[src/hw/rtl/lzwd_ram.sv]
module lzwd_ram #(
  parameter int WIDTH = 8,
  parameter int DEPTH = 64
) (
  input  logic                     clk_i,
  input  logic                     we_i,
  input  logic [$clog2(DEPTH)-1:0] waddr_i,
  input  logic [WIDTH-1:0]         wdata_i,
  input  logic                     re_i,
  input  logic [$clog2(DEPTH)-1:0] raddr_i,
  output logic [WIDTH-1:0]         rdata_o
);

  logic [WIDTH-1:0] mem_q [DEPTH];
  logic [WIDTH-1:0] rdata_q;

  always_ff @(posedge clk_i) begin
    if (we_i) begin
      mem_q[waddr_i] <= wdata_i;
    end
    if (re_i) begin
      rdata_q <= mem_q[raddr_i];
    end
  end

  assign rdata_o = rdata_q;

endmodule

[config.mk]
export PLATFORM = sky130hd
export DESIGN_NAME = lzwd_ram
export DESIGN_NICKNAME = d
export VERILOG_FILES = /design/src/hw/rtl/lzwd_ram.sv
export SDC_FILE = /design/constraint.sdc
export NUM_CORES = 1
export LEC_CHECK = 0
export BUFFER_PORTS_ARGS = -buffer_cell sky130_fd_sc_hd__buf_2
export CAP_MARGIN = 5
export CORE_ASPECT_RATIO = 0.5
export CORE_UTILIZATION = 38
export DETAILED_ROUTE_END_ITERATION = 10
export SETUP_SLACK_MARGIN = 0.05
export SLEW_MARGIN = 20
export SYNTH_ARGS = -nofsm -noshare
export SYNTH_HDL_FRONTEND = slang
export SYNTH_SLANG_ARGS = --single-unit
[constraint.sdc]
create_clock -name clk_i -period 1.9 [get_ports clk_i]
set_input_delay 0.19 -clock clk_i [delete_from_list [all_inputs] [get_ports clk_i]]
set_output_delay 0.19 -clock clk_i [all_outputs]
set_load 0.05 [all_outputs]
==> impl_results.md <==
* Most used DFF post-synth: edfxtp_1
* CTS max path bufs at 3
* CTS tree: built
* Max transition margin at 0.4870
* Hold Slack at 0.1339 ns
* Number of antenna violations at the first check in global routing at 2
* WL per Instance at ~25 um
* CP max FO at 1
* Pwr/cell area at 981.4 mW/mm2
* TritonCTS buffer count at 49
* GRT busiest layer: met2
* Fillers at 4370
* Failing checks: setup timing
* Place WS at -0.5586 ns
* Std cell rows at 59
* Cell taking the most area after synthesis: edfxtp_1
* Worst vdd ir at roughly 0.00056 V
* Die width at 328.4 um
* Grt ovf at 0
* Setup Buffers After CTS at 0
* Slew Limit Fails at 0
* Setup Skew at roughly 0.018 ns
* Synth cell count leaders: edfxtp_1, mux4_2, nor2_1
* Core area at between 0.05 and 0.06 mm2
* Synth top area share at 0.7712
* Cells after DPL at between 1500 and 2000
* Crit end category: flip-flop
* Post-Syn Instances at 940
* Hold Vio Cnt, Final at 0
* Sequential share of the synthesized area at 0.7712
* Final ANT Viol Nets at 0
* Drt drc at 0
* Setup_tns at -0.3498 ns
* Clk root buf: clkbuf_16
* Outcome: finished with violations
* Area added between synthesis and finish at 18.34%
* Final setup fails at 7
* Number of synthesized flops with an enable pin at 520
* Die ar. at 0.05426 mm2
* DP HPWL at 29.74 mm
* Syn nets at 963
* Initial core utilization at 0.3874
* Iter 0 DRT Violations at 1112
* Synth Register Bits at 520
* Via density per instance at 5.349
* Drt first pass iters at 6
* Fraction of registers with async set/reset at 0
* # port buffers at 30
* Final std cells w/o fill at 1863
* H-tree lvl count at 2
* Synth cell types at 39
* Fmax at 0.4949 GHz
* Max Cap Violations at 0
* Tot GR Track Use at 0.1728
* NumNets Final at 1147
* Leakage Power at ~0.0077 uW
* Slew @ Worst Pin at 0.7694 ns
* Met2 usage at 0.2848
* I/O pin count at 31
* Cell area after placement at 0.02233 mm2
* Clock-pin slew on the worst setup and hold paths at ~0.06 ns
* Top-count cell post-synth: edfxtp_1
* Yosys warns at 0
* Final period util at 1.064
* Syn_area_per_cell at 21.54 um2
* Vias in the first global route at 10330
* CP arrival at 2.32 ns
* Top cells by area, synth: edfxtp_1, mux4_2, nor2_1, mux2i_1, mux2_2
* Hold Crit Class: in -> reg
* Tmin final at 2.021 ns
* RSZ-0062 raised after global routing: yes
* Startpoint class of the critical path: flip-flop
* Final worst setup slack at -0.1207 ns
* First-pass GRT wire length at 68.41 mm
* Clock Sinks at 520
* Design Area, Final at 0.02396 mm2
* Vias at 9965
* Largest net degree at the start of global routing at 65
* Grt met1 use at 0.2381
* CP Class: reg -> reg
* Synth Cell Area at 0.02025 mm2
* Worst path required time at roughly 2.2 ns
* Chip height at 165.2 um
* Layout cells sized above 1 at 0.3480
* Final WL at about 46 mm
* Clk_lat worst skew at 0.57 ns
* Met3 usage at 0.03524
* GPL Wtd Cong at 0.8322
## worst paths after layout
kind / start / end / slack [ns] / cells past startpoint
max: mem_q[29][4] / rdata_o[4] / -0.12 / 5
min: wdata_i[5] / mem_q[14][5] / 0.13 / 2
max reg2reg: mem_q[29][4] / rdata_o[4] / -0.12 / 5
min reg2reg: mem_q[23][2] / rdata_o[2] / 0.91 / 4
## report_power, final
group / switching [uW] / internal (uW)
Clock: 4060 / 5310
Sequential: 33.2 / 12700
Combinational: 814 / 574
## layout by cell type, fill, tap and decap left out, drive strengths merged, types with 3 or more instances in the layout
master,instances
nor2,83
nand3,13
a21oi,3
clkinvlp,4
clkbuf,65
mux4,126
nand3b,3
buf,182
nor2b,14
o21ai,4
edfxtp,520
clkinv,16
o221ai,8
mux2,13
a22oi,3
o2111ai,3
o2bb2ai,3
nand2b,7
a211oi,4
a221oi,6
mux2i,23
nor3,7
o22ai,8
nand2,19
bufinv,3
## flip-flops by register name, indices dropped and copies added, names as in the netlist
name	count
rdata_o	8
mem_q	512
## per-stage QoR
step / total power (uW) / utilization
detailed placement: 14370 / 0.4272
CTS: 23700 / 0.4579
floorplan: 13720 / -
global placement: 14340 / 0.4272
global route: 24230 / 0.4584
finish: 23510 / 0.4584
## kinds of logic after synthesis
kind of cell           count (synthesis)  share of synthesized area
multiplexers                         162                     0.1588
AND/OR/NAND/NOR                      153                    0.03374
AO/OA/AOI/OAI                         54                    0.02064
buffers and inverters                 51                    0.01563
flip-flops                           520                     0.7712
## critical path: stages, from the launching register on
cell	delay [ns]
edfxtp_1	0.39
mux4_2	0.49
mux2_2	0.29
o221a_2	0.29
nor3_4	0.18
o32ai_1	0.12
## routing by layer
layer	up-vias	routed length, um
met1	5254	19450
met3	62	3293
li1	4315	-
met5	-	0
met4	0	786
met2	334	22270
## final cells by class
class,instances,area (um2),area share
Clock inverter,24,197.7,0.008251
Timing Repair Buffer,184,1533,0.06397
Tap cell,701,877.1,0.03661
Multi-Input combinational cell,369,4409,0.1840
Antenna cell,1,2.502,0.0001044
Sequential cell,520,15620,0.6517
Clock buffer,64,1325,0.05530
## what timing repair did
action                     4_1_cts  5_1_grt
resized for setup               18        5
setup endpoints to repair        8        8
hold buffers                     1        0
pin swaps                        4        2
hold endpoints to repair         8        0
No activity file was read; power rests on OpenSTA's default activity.
